[src/hw/rtl/assert_macros.svh]
// Assertion macros shared by the scheduler RTL.
// No dependencies; set NO_ASSERTIONS to compile the checks out.
`ifndef ASSERT_MACROS_SVH
`define ASSERT_MACROS_SVH
`ifndef NO_ASSERTIONS
// Property must hold at every clock edge outside reset.
`define ASSERT_CLK(lbl, clk, rstn, prop) \
    lbl: assert property (@(posedge clk) disable iff (!rstn) (prop)) \
        else $error("scheduler assertion failed");
// Expression must never be true outside reset.
`define ASSERT_NEVER(lbl, clk, rstn, expr) \
    lbl: assert property (@(posedge clk) disable iff (!rstn) !(expr)) \
        else $error("scheduler forbidden condition seen");
`else
`define ASSERT_CLK(lbl, clk, rstn, prop)
`define ASSERT_NEVER(lbl, clk, rstn, expr)
`endif
`endif

[src/hw/rtl/rrts_pkg.sv]
// Types and constants of the round robin thread scheduler.
// No dependencies; used by rrts_cell, rrts_seq and the top level.
`timescale 1ns / 1ps

package rrts_pkg;

    // Width of thread ids on the ports.
    localparam int TID_W = 3;

    // Run state of one thread slot.
    typedef enum logic [2:0] {
        SLOT_UNUSED   = 3'd0,
        SLOT_RUNNABLE = 3'd1,
        SLOT_RUNNING  = 3'd2,
        SLOT_SLEEPING = 3'd3,
        SLOT_EXITED   = 3'd4
    } slot_state_t;

    // Operation carried by an input word.
    typedef enum logic [1:0] {
        OP_CREATE = 2'd0,
        OP_YIELD  = 2'd1,
        OP_JOIN   = 2'd2,
        OP_EXIT   = 2'd3
    } op_t;

    // Command broadcast to the row of cells.
    typedef enum logic [2:0] {
        CMD_NONE  = 3'd0,
        CMD_SET   = 3'd1,
        CMD_CLAIM = 3'd2,
        CMD_SLEEP = 3'd3,
        CMD_EXIT  = 3'd4
    } cell_cmd_t;

    // Control bundle from the sequencer to every cell.
    typedef struct packed {
        cell_cmd_t   cmd;
        slot_state_t new_state;
        slot_state_t query;
        logic        use_token;
        logic        cond;
        logic        load_token;
        logic        advance_token;
    } cell_ctl_t;

    // Sequencer states.
    typedef enum logic [2:0] {
        ST_IDLE      = 3'd0,
        ST_CHECK_CUR = 3'd1,
        ST_CHECK_TGT = 3'd2,
        ST_ACT       = 3'd3,
        ST_SCAN_FREE = 3'd4,
        ST_SCAN_RUN  = 3'd5,
        ST_FINISH    = 3'd6
    } seq_state_t;

endpackage

[src/hw/rtl/round_robin_thread_scheduler_core.sv]
// Top level of the round robin thread scheduler: cell ring plus sequencer.
// Depends on rrts_pkg, rrts_cell, rrts_seq and assert_macros.svh.
//
// Usage: each word on the s_ channel (s_func, s_target_thread) is one
// scheduling event: create, yield, join or exit of the current thread.
// Each event gives exactly one word on the m_ channel with the thread that
// runs afterwards, the slot claimed by create and the two status flags.
// Both channels use valid/ready; a word moves when both are high.
// One event is worked on at a time. After acceptance come the checks and
// the update, then (unless a join ends early on a target that has exited or
// is out of range) a token walk along the ring of slot cells over at most
// THREAD_COUNT cells, then the output register is loaded, and the next word
// is accepted in the cycle after the result is loaded. The token walk moves
// one cell per cycle.
// Reset (aresetn low, synchronous) leaves slot 0 running as the current
// thread and every other slot unused, with no result pending.
// If the receiver stalls, the result waits in the output register and the
// next event is still accepted; it then waits to load its own result.
`timescale 1ns / 1ps
`include "assert_macros.svh"

module round_robin_thread_scheduler_core #(
    parameter int THREAD_COUNT = 8
) (
    input  logic                       aclk,
    input  logic                       aresetn,
    input  logic                       s_valid,
    output logic                       s_ready,
    input  logic [1:0]                 s_func,
    input  logic [rrts_pkg::TID_W-1:0] s_target_thread,
    output logic                       m_valid,
    input  logic                       m_ready,
    output logic [rrts_pkg::TID_W-1:0] m_running_thread,
    output logic [rrts_pkg::TID_W-1:0] m_new_thread,
    output logic                       m_create_ok,
    output logic                       m_none_runnable
);

    localparam int ID_W = $clog2(THREAD_COUNT);

    rrts_pkg::cell_ctl_t     ctl;
    logic [ID_W-1:0]         sel_id;
    logic [ID_W-1:0]         start_id;
    logic [ID_W-1:0]         cur_id;
    logic [ID_W-1:0]         arg_id;
    logic [THREAD_COUNT-1:0] sel_vec;
    logic [THREAD_COUNT-1:0] start_vec;
    logic [THREAD_COUNT-1:0] tokens;
    logic [THREAD_COUNT-1:0] hits;
    logic [THREAD_COUNT-1:0] runs;
    logic                    hit;

    // Event sequencer and output register.
    rrts_seq #(
        .THREAD_COUNT(THREAD_COUNT),
        .ID_W(ID_W)
    ) u_seq (
        .aclk(aclk),
        .aresetn(aresetn),
        .s_valid(s_valid),
        .s_ready(s_ready),
        .s_func(s_func),
        .s_target_thread(s_target_thread),
        .m_valid(m_valid),
        .m_ready(m_ready),
        .m_running_thread(m_running_thread),
        .m_new_thread(m_new_thread),
        .m_create_ok(m_create_ok),
        .m_none_runnable(m_none_runnable),
        .hit(hit),
        .ctl(ctl),
        .sel_id(sel_id),
        .start_id(start_id),
        .cur_id(cur_id),
        .arg_id(arg_id)
    );

    // Ring of slot cells; each takes the token from the cell below it.
    for (genvar i = 0; i < THREAD_COUNT; i++) begin : g_cell
        assign sel_vec[i]   = (sel_id == ID_W'(i));
        assign start_vec[i] = (start_id == ID_W'(i));

        rrts_cell #(
            .ID_W(ID_W),
            .BOOT_RUNNING(i == 0)
        ) u_cell (
            .aclk(aclk),
            .aresetn(aresetn),
            .ctl(ctl),
            .sel_in(sel_vec[i]),
            .token_init(start_vec[i]),
            .token_in(tokens[(i + THREAD_COUNT - 1) % THREAD_COUNT]),
            .cur_id(cur_id),
            .arg_id(arg_id),
            .token_out(tokens[i]),
            .hit(hits[i]),
            .running(runs[i])
        );
    end

    // Only the cell in focus can answer a query.
    assign hit = |hits;

    // At most one cell answers, one holds the token and one thread runs.
    `ASSERT_CLK(a_hit_single, aclk, aresetn, $onehot0(hits))
    `ASSERT_CLK(a_token_single, aclk, aresetn, $onehot0(tokens))
    `ASSERT_CLK(a_running_single, aclk, aresetn, $onehot0(runs))

endmodule

[src/hw/rtl/rrts_cell.sv]
// One thread slot of the scheduler: run state, wait link and scan token.
// Depends on rrts_pkg.
`timescale 1ns / 1ps

module rrts_cell #(
    parameter int ID_W         = 3,
    parameter bit BOOT_RUNNING = 1'b0
) (
    input  logic                aclk,
    input  logic                aresetn,
    input  rrts_pkg::cell_ctl_t ctl,
    input  logic                sel_in,
    input  logic                token_init,
    input  logic                token_in,
    input  logic [ID_W-1:0]     cur_id,
    input  logic [ID_W-1:0]     arg_id,
    output logic                token_out,
    output logic                hit,
    output logic                running
);

    rrts_pkg::slot_state_t state_reg, state_next;
    logic                  wait_valid_reg, wait_valid_next;
    logic [ID_W-1:0]       wait_id_reg, wait_id_next;
    logic                  token_reg, token_next;
    logic                  focus;
    logic                  match;
    logic                  apply;

    // The cell in focus is either the token holder or the addressed slot.
    assign focus   = ctl.use_token ? token_reg : sel_in;
    assign match   = (state_reg == ctl.query);
    assign apply   = focus && (!ctl.cond || match);
    assign hit     = focus && match;
    assign running = (state_reg == rrts_pkg::SLOT_RUNNING);
    assign token_out = token_reg;

    // Apply the broadcast command to this slot.
    always_comb begin
        state_next      = state_reg;
        wait_valid_next = wait_valid_reg;
        wait_id_next    = wait_id_reg;
        case (ctl.cmd)
            rrts_pkg::CMD_SET: begin
                if (apply) begin
                    state_next = ctl.new_state;
                end
            end
            rrts_pkg::CMD_CLAIM: begin
                if (apply) begin
                    state_next      = ctl.new_state;
                    wait_valid_next = 1'b0;
                    wait_id_next    = '0;
                end
            end
            rrts_pkg::CMD_SLEEP: begin
                if (apply) begin
                    state_next      = rrts_pkg::SLOT_SLEEPING;
                    wait_valid_next = 1'b1;
                    wait_id_next    = arg_id;
                end
            end
            rrts_pkg::CMD_EXIT: begin
                if (apply) begin
                    state_next = rrts_pkg::SLOT_EXITED;
                end
                // Every slot waiting on the exiting thread wakes up.
                if (wait_valid_reg && (wait_id_reg == cur_id)) begin
                    state_next      = rrts_pkg::SLOT_RUNNABLE;
                    wait_valid_next = 1'b0;
                    wait_id_next    = '0;
                end
            end
            default: begin
                state_next = state_reg;
            end
        endcase
    end

    // The scan token is loaded at the start slot, then handed along the ring.
    always_comb begin
        token_next = token_reg;
        if (ctl.load_token) begin
            token_next = token_init;
        end else if (ctl.advance_token) begin
            token_next = token_in;
        end
    end

    always_ff @(posedge aclk) begin
        if (!aresetn) begin
            state_reg      <= BOOT_RUNNING ? rrts_pkg::SLOT_RUNNING : rrts_pkg::SLOT_UNUSED;
            wait_valid_reg <= 1'b0;
            token_reg      <= 1'b0;
        end else begin
            state_reg      <= state_next;
            wait_valid_reg <= wait_valid_next;
            token_reg      <= token_next;
        end
    end

    always_ff @(posedge aclk) begin
        wait_id_reg <= wait_id_next;
    end

endmodule

[src/hw/rtl/rrts_seq.sv]
// Event sequencer of the scheduler: handshakes, per-event steps, result word.
// Depends on rrts_pkg; drives the row of rrts_cell instances.
`timescale 1ns / 1ps

module rrts_seq #(
    parameter int THREAD_COUNT = 8,
    parameter int ID_W         = 3
) (
    input  logic                       aclk,
    input  logic                       aresetn,
    input  logic                       s_valid,
    output logic                       s_ready,
    input  logic [1:0]                 s_func,
    input  logic [rrts_pkg::TID_W-1:0] s_target_thread,
    output logic                       m_valid,
    input  logic                       m_ready,
    output logic [rrts_pkg::TID_W-1:0] m_running_thread,
    output logic [rrts_pkg::TID_W-1:0] m_new_thread,
    output logic                       m_create_ok,
    output logic                       m_none_runnable,
    input  logic                       hit,
    output rrts_pkg::cell_ctl_t        ctl,
    output logic [ID_W-1:0]            sel_id,
    output logic [ID_W-1:0]            start_id,
    output logic [ID_W-1:0]            cur_id,
    output logic [ID_W-1:0]            arg_id
);

    localparam logic [ID_W-1:0] LAST_ID = ID_W'(THREAD_COUNT - 1);

    rrts_pkg::seq_state_t       state_reg, state_next;
    rrts_pkg::op_t              op_reg, op_next;
    logic [rrts_pkg::TID_W-1:0] target_reg, target_next;
    logic [ID_W-1:0]            cur_reg, cur_next;
    logic                       cur_run_reg, cur_run_next;
    logic [ID_W-1:0]            idx_reg, idx_next;
    logic [ID_W-1:0]            step_reg, step_next;
    logic [ID_W-1:0]            new_slot_reg, new_slot_next;
    logic                       ok_reg, ok_next;
    logic                       none_reg, none_next;
    logic                       m_valid_reg, m_valid_next;
    logic [rrts_pkg::TID_W-1:0] m_running_reg, m_running_next;
    logic [rrts_pkg::TID_W-1:0] m_new_reg, m_new_next;
    logic                       m_ok_reg, m_ok_next;
    logic                       m_none_reg, m_none_next;
    logic [ID_W-1:0]            cur_inc;
    logic [ID_W-1:0]            idx_inc;
    logic                       in_range;
    logic                       out_free;
    logic                       scan_last;

    assign cur_inc   = (cur_reg == LAST_ID) ? '0 : cur_reg + 1'b1;
    assign idx_inc   = (idx_reg == LAST_ID) ? '0 : idx_reg + 1'b1;
    assign in_range  = ({4'b0000, target_reg} < 7'(THREAD_COUNT));
    assign out_free  = !m_valid_reg || m_ready;
    assign scan_last = (step_reg == LAST_ID);
    assign cur_id    = cur_reg;
    assign arg_id    = ID_W'(target_reg);

    assign m_valid          = m_valid_reg;
    assign m_running_thread = m_running_reg;
    assign m_new_thread     = m_new_reg;
    assign m_create_ok      = m_ok_reg;
    assign m_none_runnable  = m_none_reg;

    // Next state.
    always_comb begin
        state_next = state_reg;
        unique case (state_reg)
            rrts_pkg::ST_IDLE: begin
                if (s_valid) begin
                    state_next = rrts_pkg::ST_CHECK_CUR;
                end
            end
            rrts_pkg::ST_CHECK_CUR: begin
                unique case (op_reg)
                    rrts_pkg::OP_CREATE: state_next = rrts_pkg::ST_SCAN_FREE;
                    rrts_pkg::OP_JOIN:   state_next = rrts_pkg::ST_CHECK_TGT;
                    rrts_pkg::OP_YIELD:  state_next = rrts_pkg::ST_ACT;
                    rrts_pkg::OP_EXIT:   state_next = rrts_pkg::ST_ACT;
                    default:             state_next = rrts_pkg::ST_ACT;
                endcase
            end
            rrts_pkg::ST_CHECK_TGT: begin
                if (!cur_run_reg) begin
                    state_next = rrts_pkg::ST_SCAN_RUN;
                end else if (in_range && !hit) begin
                    state_next = rrts_pkg::ST_ACT;
                end else begin
                    state_next = rrts_pkg::ST_FINISH;
                end
            end
            rrts_pkg::ST_ACT: begin
                state_next = rrts_pkg::ST_SCAN_RUN;
            end
            rrts_pkg::ST_SCAN_FREE, rrts_pkg::ST_SCAN_RUN: begin
                if (hit || scan_last) begin
                    state_next = rrts_pkg::ST_FINISH;
                end
            end
            rrts_pkg::ST_FINISH: begin
                if (out_free) begin
                    state_next = rrts_pkg::ST_IDLE;
                end
            end
            default: begin
                state_next = rrts_pkg::ST_IDLE;
            end
        endcase
    end

    // Outputs and datapath next values.
    always_comb begin
        s_ready           = 1'b0;
        ctl.cmd           = rrts_pkg::CMD_NONE;
        ctl.new_state     = rrts_pkg::SLOT_UNUSED;
        ctl.query         = rrts_pkg::SLOT_UNUSED;
        ctl.use_token     = 1'b0;
        ctl.cond          = 1'b0;
        ctl.load_token    = 1'b0;
        ctl.advance_token = 1'b0;
        sel_id            = cur_reg;
        start_id          = cur_inc;
        op_next           = op_reg;
        target_next       = target_reg;
        cur_next          = cur_reg;
        cur_run_next      = cur_run_reg;
        idx_next          = idx_reg;
        step_next         = step_reg;
        new_slot_next     = new_slot_reg;
        ok_next           = ok_reg;
        none_next         = none_reg;
        m_valid_next      = m_valid_reg && !m_ready;
        m_running_next    = m_running_reg;
        m_new_next        = m_new_reg;
        m_ok_next         = m_ok_reg;
        m_none_next       = m_none_reg;
        unique case (state_reg)
            rrts_pkg::ST_IDLE: begin
                s_ready     = 1'b1;
                op_next     = rrts_pkg::op_t'(s_func);
                target_next = s_target_thread;
            end
            rrts_pkg::ST_CHECK_CUR: begin
                // Is the current thread running? Also place the scan token.
                ctl.query      = rrts_pkg::SLOT_RUNNING;
                ctl.load_token = 1'b1;
                if (op_reg == rrts_pkg::OP_CREATE) begin
                    start_id = '0;
                end
                cur_run_next  = hit;
                idx_next      = start_id;
                step_next     = '0;
                new_slot_next = '0;
                ok_next       = 1'b0;
                none_next     = 1'b0;
            end
            rrts_pkg::ST_CHECK_TGT: begin
                // Has the join target exited?
                sel_id    = arg_id;
                ctl.query = rrts_pkg::SLOT_EXITED;
            end
            rrts_pkg::ST_ACT: begin
                unique case (op_reg)
                    rrts_pkg::OP_YIELD: begin
                        if (cur_run_reg) begin
                            ctl.cmd       = rrts_pkg::CMD_SET;
                            ctl.new_state = rrts_pkg::SLOT_RUNNABLE;
                        end
                    end
                    rrts_pkg::OP_JOIN: begin
                        ctl.cmd = rrts_pkg::CMD_SLEEP;
                    end
                    rrts_pkg::OP_EXIT: begin
                        if (cur_run_reg) begin
                            ctl.cmd = rrts_pkg::CMD_EXIT;
                        end
                    end
                    default: begin
                        ctl.cmd = rrts_pkg::CMD_NONE;
                    end
                endcase
            end
            rrts_pkg::ST_SCAN_FREE: begin
                // Lowest unused slot, claimed by the cell that finds it.
                ctl.cmd           = rrts_pkg::CMD_CLAIM;
                ctl.new_state     = rrts_pkg::SLOT_RUNNABLE;
                ctl.query         = rrts_pkg::SLOT_UNUSED;
                ctl.use_token     = 1'b1;
                ctl.cond          = 1'b1;
                ctl.advance_token = 1'b1;
                idx_next          = idx_inc;
                step_next         = step_reg + 1'b1;
                if (hit) begin
                    new_slot_next = idx_reg;
                    ok_next       = 1'b1;
                end
            end
            rrts_pkg::ST_SCAN_RUN: begin
                // First runnable slot after the current one, current one last.
                ctl.cmd           = rrts_pkg::CMD_SET;
                ctl.new_state     = rrts_pkg::SLOT_RUNNING;
                ctl.query         = rrts_pkg::SLOT_RUNNABLE;
                ctl.use_token     = 1'b1;
                ctl.cond          = 1'b1;
                ctl.advance_token = 1'b1;
                idx_next          = idx_inc;
                step_next         = step_reg + 1'b1;
                if (hit) begin
                    cur_next = idx_reg;
                end else if (scan_last) begin
                    none_next = 1'b1;
                end
            end
            rrts_pkg::ST_FINISH: begin
                if (out_free) begin
                    m_valid_next   = 1'b1;
                    m_running_next = rrts_pkg::TID_W'(cur_reg);
                    m_new_next     = rrts_pkg::TID_W'(new_slot_reg);
                    m_ok_next      = ok_reg;
                    m_none_next    = none_reg;
                end
            end
            default: begin
                s_ready = 1'b0;
            end
        endcase
    end

    // Control registers.
    always_ff @(posedge aclk) begin
        if (!aresetn) begin
            state_reg   <= rrts_pkg::ST_IDLE;
            cur_reg     <= '0;
            m_valid_reg <= 1'b0;
        end else begin
            state_reg   <= state_next;
            cur_reg     <= cur_next;
            m_valid_reg <= m_valid_next;
        end
    end

    // Per-event working registers and the result word.
    always_ff @(posedge aclk) begin
        op_reg        <= op_next;
        target_reg    <= target_next;
        cur_run_reg   <= cur_run_next;
        idx_reg       <= idx_next;
        step_reg      <= step_next;
        new_slot_reg  <= new_slot_next;
        ok_reg        <= ok_next;
        none_reg      <= none_next;
        m_running_reg <= m_running_next;
        m_new_reg     <= m_new_next;
        m_ok_reg      <= m_ok_next;
        m_none_reg    <= m_none_next;
    end

endmodule
[config.mk]
export PLATFORM = sky130hd
export DESIGN_NAME = round_robin_thread_scheduler_core
export DESIGN_NICKNAME = d
export VERILOG_FILES = /design/src/hw/rtl/rrts_pkg.sv /design/src/hw/rtl/round_robin_thread_scheduler_core.sv /design/src/hw/rtl/rrts_cell.sv /design/src/hw/rtl/rrts_seq.sv
export VERILOG_INCLUDE_DIRS = /design/src /design/src/hw/rtl
export SDC_FILE = /design/constraint.sdc
export NUM_CORES = 1
export LEC_CHECK = 0
export BUFFER_PORTS_ARGS = -buffer_cell sky130_fd_sc_hd__clkbuf_2
export CORE_MARGIN = 3
export CORE_UTILIZATION = 35
export DETAILED_ROUTE_END_ITERATION = 12
export SYNTH_ARGS = -nofsm -noshare
export SYNTH_HDL_FRONTEND = slang
export SYNTH_SLANG_ARGS = --single-unit
[constraint.sdc]
create_clock -name aclk -period 2.88 [get_ports aclk]
set_clock_uncertainty 0.2 [all_clocks]
set_input_delay 0.576 -clock aclk [delete_from_list [all_inputs] [get_ports aclk]]
set_output_delay 0.576 -clock aclk [all_outputs]
set_load 0.005 [all_outputs]
==> results by group <==
Die
  • Die W: 126 microns
  • Die area: 16000 sq um
  • Row cnt: 43
  • IO Count: 19
  • Die Y: 126 microns
  • Core area: around 14000 sq um
  • Initial Util: 36.1%

Drt
  • Routed met1 length: 6570 microns
  • DRC: 0
  • Wirelength per Cell: 18.4 microns
  • DR pass1 iterations: 5
  • Starting DRC count in detailed routing: 378
  • Met3 Wirelength: 731 microns
  • Vias per cell: 5.49
  • Final ANT Viol Nets: 0
  • Post-Route WL: 14100 microns
  • Via count: 4220
  • Uppermost layer routed: met4
  • Routed wl met2: 6530 microns

Critical path
  • Crit start category: flop
  • Worst Reg-to-Reg Cells: 7
  • Req. time, crit path: 2750 ps
  • Worst reg2reg startpoint: u_seq.state_reg[2]
  • RR Endpoint: u_seq.none_reg
  • Crit end category: flop
  • Worst-path maximum fanout: 8
  • CP Data Arrival Time: around 2700 ps
  • Crit Path Class: flop to flop
  • R2R Setup Slk: roughly 19 ps

Timing
  • Final setup fails: 0
  • Final worst slack: 18.8 ps
  • Max-slew violation count: 0
  • Post-route setup TNS: 0 ps
  • Tightest Pin Transition: 911 ps
  • Tmin final: 2860 ps
  • RSZ-0062 raised after global routing: true
  • Final Cycle Share: 99.3%
  • Fmax: 0.350 GHz
  • Final Hold Vio Count: 0
  • Relative slew slack: 38.8%

Cells and area
  • FILL cells: between 1000 and 1500
  • Commonest non-fill, non-tap cell in the layout: buf_4
  • Inserted Diodes: 0
  • Most frequent cells in the layout: buf_4, nand2_1, edfxtp_1
  • Count of nets after finishing: 598
  • Area Growth Syn to Fin: 21.5%
  • Share of layout cells above drive strength 1: around 24%
  • Final instance area: about 6200 sq um

GRT
  • Tot GR Track Use: ~18%
  • First-pass GRT wire length: 22000 microns
  • Vias in the first global route: just over 4000
  • Antenna violations before repair: 0
  • Gr ovfl total: 0
  • Largest net degree at the start of global routing: 24

Synth
  • Syn Area/Cell: 9.91 sq um
  • Predominant post-synthesis flop cell: edfxtp_1
  • Synth area leader: edfxtp_1
  • Post-synth EDFFs: 49
  • Register bit total from synthesis: 96
  • Synth cell types: 64
  • Yosys top cell area share: 29.0%
  • Mapped Area: 5070 sq um
  • Post-synthesis async set-or-reset flop share: 0%
  • Synth Warn #: 0
  • Post-Syn Instances: 512
  • Sequential share of the synthesized area: around 48%
  • Synth top area cells: edfxtp_1, dfxtp_1, mux2i_1
  • Post-Syn Nets: around 530

Clock tree
  • Htree depth: 3
  • Bufs on Longest Clock Path: 2
  • Root buffer cell: clkbuf_16
  • Clock slew at reported path FFs: 60 ps
  • Sinks on Clock Net: 96
  • Clock Latency Late Sink: 360 ps
  • CTS tree: yes
  • Inserted Clock Buffers: 9

Hold path
  • WHS Path Cells: 1
  • Hold Crit Class: primary input to flop
  • Worst Hold End: u_seq.arg_id[1]
  • Worst Hold Launch: s_target_thread[1]

Power and ir drop
  • Pwr Density: 1010 nW/um^2
  • Switching power: about 2400 uW
  • VDD IR max: 0.468 mV
  • Share of total power in combinational logic: 45.4%
  • Clock power share: 19.6%
  • Internal: 3890 uW
  • Seq pwr share: 35.0%
  • Leakage: around 0.0024 uW
  • Switch share: roughly 38%

Placed design
  • Number of port buffers: 18
  • Placer Congestion: 0.927
  • Setup WS pre-CTS: -3.25 ps
  • Placed cell areas: 5740 sq um
  • Dpl hpwl: 10500 microns

Status
  • Status: finished, final reports clean

Run
  • Max Cap Viol: 0
-- timing repair --
action                                  CTS  global route
hold buffers                              0             0
pin swaps                                 0             8
endpoints found under the setup margin    1             8
setup buffers                             0             5
resized for setup                         3            22
-- critical path: stages, from the launching register on --
cell and delay [ps]:
dfxtp_4 360, or3b_4 480, mux2i_2 240, nor2_2 70, o22a_1 180, or4_4 570, or3_4 340, a21oi_2 140
-- Yosys cell counts, types with 5 or more instances --
cell type / number
a21oi_1: 8
mux2i_1: 27
inv_1: 16
o211a_1: 10
or2_2: 9
buf_1: 6
nand4_1: 9
and3_1: 5
ha_1: 6
a31oi_1: 14
nor2b_1: 14
dfxtp_1: 47
nand2b_1: 7
edfxtp_1: 49
clkbuf_1: 12
nor4b_1: 8
nand2_1: 55
o21ai_0: 13
and2_1: 15
o32ai_1: 6
o211ai_1: 10
nand3_1: 13
a211oi_1: 5
nor2_1: 44
nor3_1: 9
xnor2_1: 24
nor4_1: 5
buf_2: 7
-- power groups by stage --
stage	logic, uW	registers [uW]	clock network (uW)
2_1_floorplan	1720	2060	0
3_3_place_gp	2620	2180	0
3_5_place_dp	2650	2200	0
4_1_cts	2680	2170	1240
5_1_grt	3090	2220	1300
6_report	2830	2180	1220
-- per-layer routing --
layer / up-vias / track usage, %
met5: - / 0
met4: 0 / 5.43
met3: 23 / 4.59
met2: 119 / 28.9
met1: 2045 / 23.2
li1: 2033 / -
-- final cells by class --
class / instances / area, sq um / share of cell area [%]
clock buffers: 9 / 225 / 3.65
well taps: 180 / 225 / 3.65
clock inverters: 7 / 78.8 / 1.28
inverters: 16 / 60.1 / 0.974
repair buffers: 87 / 612 / 9.92
multi-input cells: 373 / 2540 / 41.2
flip-flops and latches: 96 / 2420 / 39.3
-- kinds of logic (layout without fill, tap and decap cells) --
kind of cell             count (synthesis)  count (layout)  synth area share, %
AO/OA/AOI/OAI                          103             103                 15.4
AND/OR/NAND/NOR                        211             211                 22.0
buffers and inverters                   43             119                 3.65
flip-flops                              96              96                 47.5
XOR/XNOR                                24              24                 4.14
multiplexers                            29              29                 5.77
adder cells (fa/ha/maj)                  6               6                 1.48
-- through the flow --
| step | hold WS, ps | util (%) | cells | power, uW |
|---|---|---|---|---|
| 4_1_cts | 188 | 43.1 | 763 | 6090 |
| 3_5_place_dp | 205 | 40.9 | 747 | 4850 |
| 2_1_floorplan | 200 | - | 512 | 3790 |
| 6_report | 197 | 43.9 | 768 | 6240 |
| 3_3_place_gp | 203 | 40.9 | 747 | 4800 |
| 5_1_grt | 188 | 43.9 | 768 | 6610 |
-- worst max path at each step --
stage                            start                     to  slack, ps
CTS                 u_seq.state_reg[0]         u_seq.none_reg          9
finish              u_seq.state_reg[2]         u_seq.none_reg         20
global placement    u_seq.state_reg[1]         u_seq.none_reg          1
global route        u_seq.state_reg[2]         u_seq.none_reg        -70
floorplan           u_seq.state_reg[0]  u_seq.new_slot_reg[0]         20
detailed placement  u_seq.state_reg[1]         u_seq.none_reg         -3
Note: power is estimated with default switching activity, not from simulation.
